## config.mk

```make
export PLATFORM = sky130hd
export DESIGN_NAME = text_glyph_layout_unit_flat
export DESIGN_NICKNAME = d
export VERILOG_FILES = /design/src/rtl/core/tgl_pkg.sv /design/src/rtl/core/tgl_if.sv /design/src/rtl/core/text_glyph_layout_unit.sv /design/src/flat_wrapper.sv
export SDC_FILE = /design/constraint.sdc
export NUM_CORES = 2
export LEC_CHECK = 0
export BUFFER_PORTS_ARGS = -buffer_cell sky130_fd_sc_hd__buf_4
export CORE_UTILIZATION = 63
export CTS_CLUSTER_DIAMETER = 100
export CTS_CLUSTER_SIZE = 8
export DETAILED_ROUTE_END_ITERATION = 16
export PLACE_DENSITY = 0.81
export SETUP_SLACK_MARGIN = 0.3
export SYNTH_ARGS = -nofsm -noshare
export SYNTH_HDL_FRONTEND = slang
export SYNTH_SLANG_ARGS = --single-unit
export TNS_END_PERCENT = 5
```

## constraint.sdc

```tcl
create_clock -name clk -period 6.3 [get_ports clk]
set_input_delay 0.315 -clock clk [delete_from_list [all_inputs] [get_ports clk]]
set_output_delay 0.315 -clock clk [all_outputs]
set_load 0.02 [all_outputs]
```

## src/rtl/core/tgl_pkg.sv

```systemverilog
// Shared types and constants for the text glyph layout unit.
// Holds item structs, the configuration register map and the state codes.
// No dependencies.
`timescale 1ns / 1ps
`default_nettype none

package tgl_pkg;

  localparam int CodeW     = 21;
  localparam int SlotW     = 7;
  localparam int PenW      = 16;
  localparam int CfgIdxW   = 3;
  localparam int CfgDataW  = 16;

  localparam logic [CodeW-1:0] SpaceCode   = 21'd32;
  localparam logic [7:0]       NewlineByte = 8'h0A;

  // request kinds
  localparam logic ReqLoad = 1'b0;
  localparam logic ReqText = 1'b1;

  // configuration register map
  typedef enum logic [CfgIdxW-1:0] {
    CFG_ORIGIN_X     = 3'd0,
    CFG_ORIGIN_Y     = 3'd1,
    CFG_CHAR_SPACING = 3'd2,
    CFG_SCALE        = 3'd3,
    CFG_GLYPH_WIDTH  = 3'd4,
    CFG_GLYPH_HEIGHT = 3'd5,
    CFG_SEARCH_LEN   = 3'd6
  } cfg_reg_t;

  // sequencer states
  typedef enum logic [1:0] {
    ST_IDLE,
    ST_SEARCH,
    ST_FINISH
  } tgl_state_t;

  typedef struct packed {
    logic             req_type;
    logic             starts_text;
    logic [7:0]       text_byte;
    logic [SlotW-1:0] slot_index;
    logic [CodeW-1:0] slot_key;
  } tgl_in_t;

  typedef struct packed {
    logic [CodeW-1:0]      char_code;
    logic [SlotW-1:0]      glyph_slot;
    logic                  glyph_found;
    logic                  used_fallback;
    logic signed [PenW-1:0] draw_x;
    logic signed [PenW-1:0] draw_y;
  } tgl_out_t;

endpackage

`default_nettype wire

```

## src/rtl/core/tgl_if.sv

```systemverilog
// Valid/ready channel interfaces for the text glyph layout unit.
// Depends on tgl_pkg for the payload structs.
`timescale 1ns / 1ps
`default_nettype none

interface tgl_in_if import tgl_pkg::*; ();
  logic    valid;
  logic    ready;
  tgl_in_t data;

  modport source (output valid, output data, input ready);
  modport sink   (input valid, input data, output ready);
endinterface

interface tgl_out_if import tgl_pkg::*; ();
  logic     valid;
  logic     ready;
  tgl_out_t data;

  modport source (output valid, output data, input ready);
  modport sink   (input valid, input data, output ready);
endinterface

`default_nettype wire

```

## src/rtl/core/text_glyph_layout_unit.sv

```systemverilog
// A key load or a byte that completes no character leaves the unit idle and ready.
// A completed character scans the first L key slots for its code and the space code,
// L = min(search_len, GLYPH_SLOTS), with no scan when L is 0; the key memory is scanned
// one slot per cycle through its single read port. A new request transfers only after
// the result is loaded into the output register, which waits while the output stalls.
// Reset (rst_n low, synchronous) clears pen, partial character, state and output valid.
`timescale 1ns / 1ps
`default_nettype none

module text_glyph_layout_unit import tgl_pkg::*; #(
  parameter int GLYPH_SLOTS = 128
) (
  input  wire logic               clk,
  input  wire logic               rst_n,
  tgl_in_if.sink                  in_ch,
  tgl_out_if.source               out_ch,
  input  wire logic               cfg_we,
  input  wire logic [CfgIdxW-1:0] cfg_idx,
  input  wire logic [CfgDataW-1:0] cfg_wdata
);

  localparam int AW = (GLYPH_SLOTS > 1) ? $clog2(GLYPH_SLOTS) : 1;
  localparam int LW = $clog2(GLYPH_SLOTS + 1);

  // configuration registers
  logic [PenW-1:0]  origin_x_r, origin_y_r;
  logic [7:0]       char_spacing_r;
  logic [4:0]       scale_r;
  logic [5:0]       glyph_width_r, glyph_height_r;
  logic [7:0]       search_len_r;

  // layout state
  logic [PenW-1:0]  pen_x_r, pen_x_nxt;
  logic [PenW-1:0]  pen_y_r, pen_y_nxt;
  logic [CodeW-1:0] partial_r, partial_nxt;
  logic [1:0]       left_r, left_nxt;

  tgl_state_t       state_r, state_nxt;

  // key memory and scan
  logic [CodeW-1:0] key_mem [GLYPH_SLOTS];
  logic [CodeW-1:0] rd_data_r;
  logic [LW-1:0]    issue_idx_r;
  logic [AW-1:0]    cmp_idx_r;
  logic             cmp_valid_r;
  logic             rd_en;
  logic [LW-1:0]    limit;

  // character job
  logic [CodeW-1:0] job_code_r;
  logic [PenW-1:0]  job_x_r, job_y_r;
  logic             code_hit_r, space_hit_r;
  logic [AW-1:0]    code_slot_r, space_slot_r;

  // output register
  logic             out_valid_r;
  tgl_out_t         out_data_r;
  logic [AW-1:0]    out_slot_r;

  logic             in_acc;
  logic             load_out;
  logic             char_done;
  logic [CodeW-1:0] char_code;
  logic [PenW-1:0]  draw_x, draw_y;
  logic [PenW-1:0]  adv_x, adv_y;
  logic [PenW-1:0]  pen_x_base, pen_y_base;
  logic [CodeW-1:0] part_base, part_shift;
  logic [1:0]       left_base;
  logic             slot_ok;
  logic [AW-1:0]    wr_addr;

  assign in_ch.ready = (state_r == ST_IDLE);
  assign in_acc      = in_ch.valid && (state_r == ST_IDLE);

  assign out_ch.valid = out_valid_r;
  assign out_ch.data  = out_data_r;

  // search length and pen advances
  assign limit = (32'(search_len_r) < GLYPH_SLOTS) ? LW'(32'(search_len_r))
                                                   : LW'(GLYPH_SLOTS);
  assign adv_x = 16'({5'd0, glyph_width_r} * {6'd0, scale_r}) + 16'(char_spacing_r);
  assign adv_y = 16'({5'd0, glyph_height_r} * {6'd0, scale_r}) + 16'(char_spacing_r);

  assign slot_ok = (32'(in_ch.data.slot_index) < GLYPH_SLOTS);
  assign wr_addr = AW'(32'(in_ch.data.slot_index));

  // capture configuration writes
  always_ff @(posedge clk) begin
    if (!rst_n) begin
      origin_x_r     <= '0;
      origin_y_r     <= '0;
      char_spacing_r <= 8'd1;
      scale_r        <= 5'd1;
      glyph_width_r  <= 6'd8;
      glyph_height_r <= 6'd16;
      search_len_r   <= '0;
    end else if (cfg_we) begin
      case (cfg_idx)
        CFG_ORIGIN_X:     origin_x_r     <= cfg_wdata;
        CFG_ORIGIN_Y:     origin_y_r     <= cfg_wdata;
        CFG_CHAR_SPACING: char_spacing_r <= cfg_wdata[7:0];
        CFG_SCALE:        scale_r        <= cfg_wdata[4:0];
        CFG_GLYPH_WIDTH:  glyph_width_r  <= cfg_wdata[5:0];
        CFG_GLYPH_HEIGHT: glyph_height_r <= cfg_wdata[5:0];
        CFG_SEARCH_LEN:   search_len_r   <= cfg_wdata[7:0];
        default: ;
      endcase
    end
  end

  // decode one request: text start, UTF-8 assembly, newline and pen moves
  always_comb begin
    pen_x_base = in_ch.data.starts_text ? origin_x_r : pen_x_r;
    pen_y_base = in_ch.data.starts_text ? origin_y_r : pen_y_r;
    part_base  = in_ch.data.starts_text ? '0 : partial_r;
    left_base  = in_ch.data.starts_text ? 2'd0 : left_r;
    part_shift = {part_base[CodeW-7:0], in_ch.data.text_byte[5:0]};

    pen_x_nxt   = pen_x_base;
    pen_y_nxt   = pen_y_base;
    partial_nxt = part_base;
    left_nxt    = left_base;
    char_done   = 1'b0;
    char_code   = '0;
    draw_x      = pen_x_base;
    draw_y      = pen_y_base;

    if (in_ch.data.req_type == ReqText) begin
      if (left_base != 2'd0) begin
        left_nxt = left_base - 2'd1;
        if (left_base == 2'd1) begin
          char_done   = 1'b1;
          char_code   = part_shift;
          partial_nxt = '0;
        end else begin
          partial_nxt = part_shift;
        end
      end else if (in_ch.data.text_byte == NewlineByte) begin
        pen_x_nxt = origin_x_r;
        pen_y_nxt = pen_y_base + adv_y;
      end else if (in_ch.data.text_byte[7] == 1'b0) begin
        char_done = 1'b1;
        char_code = CodeW'(in_ch.data.text_byte);
      end else if ((in_ch.data.text_byte & 8'hE0) == 8'hC0) begin
        partial_nxt = CodeW'(in_ch.data.text_byte & 8'h1F);
        left_nxt    = 2'd1;
      end else if ((in_ch.data.text_byte & 8'hF0) == 8'hE0) begin
        partial_nxt = CodeW'(in_ch.data.text_byte & 8'h0F);
        left_nxt    = 2'd2;
      end else if ((in_ch.data.text_byte & 8'hF8) == 8'hF0) begin
        partial_nxt = CodeW'(in_ch.data.text_byte & 8'h07);
        left_nxt    = 2'd3;
      end else begin
        char_done = 1'b1;
        char_code = '0;
      end
      if (char_done) begin
        pen_x_nxt = pen_x_base + adv_x;
      end
    end
  end

  // hold layout state between transfers
  always_ff @(posedge clk) begin
    if (!rst_n) begin
      pen_x_r   <= '0;
      pen_y_r   <= '0;
      partial_r <= '0;
      left_r    <= '0;
    end else if (in_acc) begin
      pen_x_r   <= pen_x_nxt;
      pen_y_r   <= pen_y_nxt;
      partial_r <= partial_nxt;
      left_r    <= left_nxt;
    end
  end

  // sequencer state
  always_ff @(posedge clk) begin
    if (!rst_n) begin
      state_r <= ST_IDLE;
    end else begin
      state_r <= state_nxt;
    end
  end

  // next state and scan controls
  always_comb begin
    state_nxt = state_r;
    load_out  = 1'b0;
    rd_en     = 1'b0;
    case (state_r)
      ST_IDLE: begin
        if (in_acc && char_done) begin
          state_nxt = (limit == '0) ? ST_FINISH : ST_SEARCH;
        end
      end
      ST_SEARCH: begin
        rd_en = (issue_idx_r != limit);
        if (!rd_en && !cmp_valid_r) begin
          state_nxt = ST_FINISH;
        end
      end
      ST_FINISH: begin
        if (!out_valid_r || out_ch.ready) begin
          load_out  = 1'b1;
          state_nxt = ST_IDLE;
        end
      end
      default: state_nxt = ST_IDLE;
    endcase
  end

  // key memory: write on load, read one slot per scan cycle
  always_ff @(posedge clk) begin
    if (in_acc && (in_ch.data.req_type == ReqLoad) && slot_ok) begin
      key_mem[wr_addr] <= in_ch.data.slot_key;
    end
    if (rd_en) begin
      rd_data_r <= key_mem[issue_idx_r[AW-1:0]];
    end
  end

  // scan address and compare stage valid
  always_ff @(posedge clk) begin
    if (!rst_n) begin
      issue_idx_r <= '0;
      cmp_valid_r <= 1'b0;
    end else begin
      cmp_valid_r <= rd_en;
      if (in_acc) begin
        issue_idx_r <= '0;
      end else if (rd_en) begin
        issue_idx_r <= issue_idx_r + LW'(1);
      end
    end
  end

  always_ff @(posedge clk) begin
    cmp_idx_r <= issue_idx_r[AW-1:0];
  end

  // latch job and track lowest code and space matches
  always_ff @(posedge clk) begin
    if (!rst_n) begin
      code_hit_r  <= 1'b0;
      space_hit_r <= 1'b0;
    end else if (in_acc && char_done) begin
      code_hit_r  <= 1'b0;
      space_hit_r <= 1'b0;
    end else if (cmp_valid_r) begin
      if (!code_hit_r && (rd_data_r == job_code_r)) begin
        code_hit_r <= 1'b1;
      end
      if (!space_hit_r && (rd_data_r == SpaceCode)) begin
        space_hit_r <= 1'b1;
      end
    end
  end

  always_ff @(posedge clk) begin
    if (in_acc && char_done) begin
      job_code_r <= char_code;
      job_x_r    <= draw_x;
      job_y_r    <= draw_y;
    end
    if (cmp_valid_r && !code_hit_r && (rd_data_r == job_code_r)) begin
      code_slot_r <= cmp_idx_r;
    end
    if (cmp_valid_r && !space_hit_r && (rd_data_r == SpaceCode)) begin
      space_slot_r <= cmp_idx_r;
    end
  end

  // output register: load on finish, drop on transfer
  always_ff @(posedge clk) begin
    if (!rst_n) begin
      out_valid_r <= 1'b0;
    end else if (load_out) begin
      out_valid_r <= 1'b1;
    end else if (out_ch.ready) begin
      out_valid_r <= 1'b0;
    end
  end

  always_ff @(posedge clk) begin
    if (load_out) begin
      out_data_r.char_code <= job_code_r;
      out_data_r.draw_x    <= job_x_r;
      out_data_r.draw_y    <= job_y_r;
      if (code_hit_r) begin
        out_slot_r               <= code_slot_r;
        out_data_r.glyph_slot    <= SlotW'(32'(code_slot_r));
        out_data_r.glyph_found   <= 1'b1;
        out_data_r.used_fallback <= 1'b0;
      end else if (space_hit_r) begin
        out_slot_r               <= space_slot_r;
        out_data_r.glyph_slot    <= SlotW'(32'(space_slot_r));
        out_data_r.glyph_found   <= 1'b1;
        out_data_r.used_fallback <= 1'b1;
      end else begin
        out_slot_r               <= '0;
        out_data_r.glyph_slot    <= '0;
        out_data_r.glyph_found   <= 1'b0;
        out_data_r.used_fallback <= 1'b0;
      end
    end
  end

  // checks
  a_out_from_finish: assert property (@(posedge clk) disable iff (!rst_n)
    $rose(out_valid_r) |-> $past(state_r) == ST_FINISH)
    else $error("result appeared outside finish state");

  a_slot_in_range: assert property (@(posedge clk) disable iff (!rst_n)
    (out_valid_r && out_data_r.glyph_found) |-> (LW'(out_slot_r) < limit))
    else $error("reported slot beyond searched range");

  a_fallback_found: assert property (@(posedge clk) disable iff (!rst_n)
    (out_valid_r && out_data_r.used_fallback) |-> out_data_r.glyph_found)
    else $error("fallback flagged without a found slot");

  a_cmp_in_range: assert property (@(posedge clk) disable iff (!rst_n)
    cmp_valid_r |-> (LW'(cmp_idx_r) < limit))
    else $error("compare stage past search limit");

endmodule

`default_nettype wire
```

## src/flat_wrapper.sv

```systemverilog
// flat-port wrapper written by rule: the top's interface ports become plain ports
module text_glyph_layout_unit_flat import tgl_pkg::*;
#(
  parameter int GLYPH_SLOTS = 128
)
  (clk, rst_n, cfg_we, cfg_idx, cfg_wdata, in_ch_valid, in_ch_data, in_ch_ready, out_ch_valid, out_ch_data, out_ch_ready);
  tgl_in_if in_ch_i ();
  tgl_out_if out_ch_i ();
  input  wire logic clk;
  input  wire logic rst_n;
  input  wire logic cfg_we;
  input  wire logic [CfgIdxW-1:0] cfg_idx;
  input  wire logic [CfgDataW-1:0] cfg_wdata;
  input wire logic [$bits(in_ch_i.valid)-1:0] in_ch_valid;
  input wire logic [$bits(in_ch_i.data)-1:0] in_ch_data;
  output wire logic [$bits(in_ch_i.ready)-1:0] in_ch_ready;
  output wire logic [$bits(out_ch_i.valid)-1:0] out_ch_valid;
  output wire logic [$bits(out_ch_i.data)-1:0] out_ch_data;
  input wire logic [$bits(out_ch_i.ready)-1:0] out_ch_ready;
  assign in_ch_i.valid = in_ch_valid;
  assign in_ch_i.data = in_ch_data;
  assign in_ch_ready = in_ch_i.ready;
  assign out_ch_valid = out_ch_i.valid;
  assign out_ch_data = out_ch_i.data;
  assign out_ch_i.ready = out_ch_ready;
  text_glyph_layout_unit #(.GLYPH_SLOTS(GLYPH_SLOTS)) u_core (.clk(clk), .rst_n(rst_n), .in_ch(in_ch_i), .out_ch(out_ch_i), .cfg_we(cfg_we), .cfg_idx(cfg_idx), .cfg_wdata(cfg_wdata));
endmodule
```

==> flow_metrics.env <==
export IMPL_grt_pass1_vias=65900
export IMPL_wire_per_inst_um=37.0
export IMPL_worstSetupPathType="reg -> reg"
export IMPL_first_iter_violations=11300
export IMPL_dp_hpwl_mm=173
export IMPL_drt_pass1_iterations=7
export IMPL_tightestPinTransition_ns=1.28
export IMPL_postSynth_asyncResetShare_pct=0
export IMPL_vias=64900
export IMPL_grt_pass1_wl_mm=468
export IMPL_hold_ws_ns=0.0820
export IMPL_die_w_um=435
export IMPL_synth_simple_gate_area_share_pct=2.75
export IMPL_min_period_over_period_pct=88.5
export IMPL_clk_pin_slew_ns=0.05
export IMPL_tns_ns=0
export IMPL_initial_core_util_pct=63.5
export IMPL_placed_area_um2=123000
export IMPL_synth_area_um2=118000
export IMPL_cp_start_kind="flip-flop"
export IMPL_synth_area_leaders="edfxtp_1, mux4_2, dfxtp_1, mux2i_1, nor2_1"
export IMPL_ant_nets=0
export IMPL_synth_adder_area_share_pct=1.43
export IMPL_gr_total_overflow=0
export IMPL_setup_viol=0
export IMPL_fp_row_count=158
export IMPL_maxCapViolations=0
export IMPL_final_instance_count_excl_fill=8917
export IMPL_rrSetupSlack_ns=0.73
export IMPL_pwr_density_cell_nw_per_um2=316
export IMPL_cts_setup_buffers=0
export IMPL_cp_top_family="compound AO/OA/AOI/OAI gates"
export IMPL_synth_top_area_share_pct=72.2
export IMPL_r2r_cells=19
export IMPL_syn_area_per_cell_um2=20.3
export IMPL_arrival_ns=6.40
export IMPL_fp_coreArea_um2=186000
export IMPL_synth_xor_area_share_pct=0.438
export IMPL_ctsHtreeMaxLevel=5
export IMPL_slew_headroom_pct=13.7
export IMPL_cts_buffers=421
export IMPL_final_nets=6525
export IMPL_rsz0062_at_grt="no"
export IMPL_port_buffers=125
export IMPL_ios=126
export IMPL_clkLatencyLatePin_ns=1.00
export IMPL_crit_chain="nand2_1, fa_1, fa_1, fa_1, inv_1, ha_1, a21oi_1, o21bai_1, a21o_1, a21oi_1, xnor2_1, ha_1, a21oi_1, a21oi_1, a311o_1, o41ai_1, o311ai_0, nand4_1, nand2_1"
export IMPL_crit_buf_inv=1
export IMPL_cp_slowest_cell="dfxtp_1"
export IMPL_clock_sinks=2973
export IMPL_synth_top_family_by_area="multiplexers"
export IMPL_final_hold_violation_count=0
export IMPL_yosysWarnings=0
export IMPL_endpoint_kind="flip-flop"
export IMPL_grt_total_usage_pct=35.0
export IMPL_wl_mm=330
export IMPL_fmax_mhz=179
export IMPL_min_path_cells=3
export IMPL_power_leakage_nw=42.4
export IMPL_finClkSkew_ns=0.0698
export IMPL_slowest_delay_ns=0.59
export IMPL_cts_root_buf="clkbuf_16"
export IMPL_required_ns=7.12
export IMPL_synthCells=5829
export IMPL_antenna_found_initial=20
export IMPL_die_area_um2=189000
export IMPL_slew_viol_final=0
export IMPL_cts_tree="done"
export IMPL_synth_fp_nets=6001
export IMPL_place_congestion=0.909
export IMPL_worstPathMaxFanout=13
export IMPL_grt_max_degree=115
export IMPL_synth_mux_area_share_pct=15.9
export IMPL_ys_flop_type="edfxtp_1"
export IMPL_ys_types=73
export IMPL_drive_gt1_share_pct=26.4
export IMPL_critPathMostFrequentCell="a21oi_1"
export IMPL_stdcell_area_um2=135000
export IMPL_yosysSeqAreaShare_pct=74.5
export IMPL_dp_cells=8347
export IMPL_yosysTopAreaCell="edfxtp_1"
export IMPL_hold_class="in -> reg"
export IMPL_fp_dieH_um=435
export IMPL_vdd_drop_max_v=0.000301
export IMPL_clockBufferDepth=4
export IMPL_area_growth_pct=13.9
export IMPL_status="completed"
export IMPL_synth_compound_area_share_pct=3.37
export IMPL_utilization_pct=72.4
export IMPL_routed_via_density=7.28
export IMPL_period_needed_ns=5.57
export IMPL_synth_enable_flop_cells=2838
export IMPL_drc=0
export IMPL_ys_ff_latch=2973
export IMPL_cp_depth=19
==> power breakdown <==
group | total (mW) | internal (mW) | switching (mW)
registers | 21.8 | 21.8 | 0.0433
clock network | 19.8 | 11.9 | 7.83
logic | 0.868 | 0.216 | 0.652
total | 42.4 | 33.9 | 8.53
==> area by class of cell <==
type | count | area, um2
Fill cell | 9771 | 51300
Clock inverter | 5 | 76.3
Inverter | 84 | 323
Antenna cell | 10 | 25.0
Tap cell | 2480 | 3100
Clock buffer | 492 | 11000
Timing Repair Buffer | 396 | 3340
Sequential cell | 2973 | 87900
Multi-Input combinational cell | 2477 | 28700
==> cells in the mapped netlist, types with 47 or more instances <==
library cell and number:
nor2_1 258, mux4_2 692, mux2i_1 229, dfxtp_1 135, and2_1 86, a22oi_1 51
edfxtp_1 2838, buf_2 84, a21boi_0 51, mux2_2 77, inv_1 81, a21oi_1 152
nor2b_1 47, clkbuf_1 108, o21ai_0 97, nand2_1 204, ha_1 68, buf_4 56
==> worst paths after layout <==
| check | startpoint | to |
|---|---|---|
| min reg2reg | u_core.job_y_r[2] | u_core.out_ch.data[2] |
| max | u_core.scale_r[2] | u_core.pen_x_r[14] |
| max reg2reg | u_core.scale_r[2] | u_core.pen_x_r[14] |
| min | in_ch_data[36] | u_core.partial_r[4] |
==> layer usage <==
layer / vias up / wire length, um / track usage (%)
met5: - / 40 / 0
met4: 6 / 19300 / 17.8
met3: 1176 / 45800 / 10.7
met2: 6086 / 156000 / 54.5
met1: 32900 / 108000 / 44.9
li1: 24800 / - / -
==> worst min-delay path, stage by stage <==
cell      delay [ns]
buf_4           0.29
o211ai_1        0.26
o211a_1         0.15
==> logic make-up (layout without fill, tap and decap cells) <==
group           count (synthesis)  after routing
buf+inv                       379            977
simple gates                  712            712
flops                        2973           2973
xor+xnor                       59             59
fa+ha+maj                     110            110
other cells                     0             10
compound gates                598            598
mux                           998            998
==> repair_timing <==
action,4_1_cts,5_1_grt
hold buffers,63,0
resized for setup,0,0
hold endpoints to repair,1026,0
==> per-stage QoR <==
stage,power (mW),worst slack (ns)
CTS,42.5,0.788
global placement,22.9,0.806
detailed placement,23.0,0.802
finish,42.4,0.727
floorplan,22.5,1.33
global route,43.2,0.414
==> cell usage in the layout, fill, tap and decap left out, types with 64 or more instances in the layout <==
| master | count |
|---|---|
| ha_1 | 68 |
| and2_1 | 86 |
| nor2_2 | 87 |
| edfxtp_1 | 2838 |
| dfxtp_1 | 129 |
| o21ai_0 | 97 |
| clkbuf_1 | 64 |
| clkbuf_16 | 428 |
| mux2i_1 | 229 |
| mux2_2 | 77 |
| mux4_2 | 692 |
| buf_4 | 316 |
| nor2_1 | 128 |
| inv_1 | 79 |
| nand2_1 | 204 |
| a21oi_1 | 152 |
==> state kept, by name (all words and copies together), names as in the netlist, 15 cells and up <==
register	cells
u_core.key_mem	2688
u_core.job_code_r	21
u_core.origin_y_r	16
u_core.job_y_r	16
u_core.pen_y_r	16
u_core.out_ch.data	62
u_core.partial_r	15
u_core.origin_x_r	16
u_core.pen_x_r	16
u_core.rd_data_r	21
u_core.job_x_r	16
Note: power is estimated with default switching activity, not from simulation.
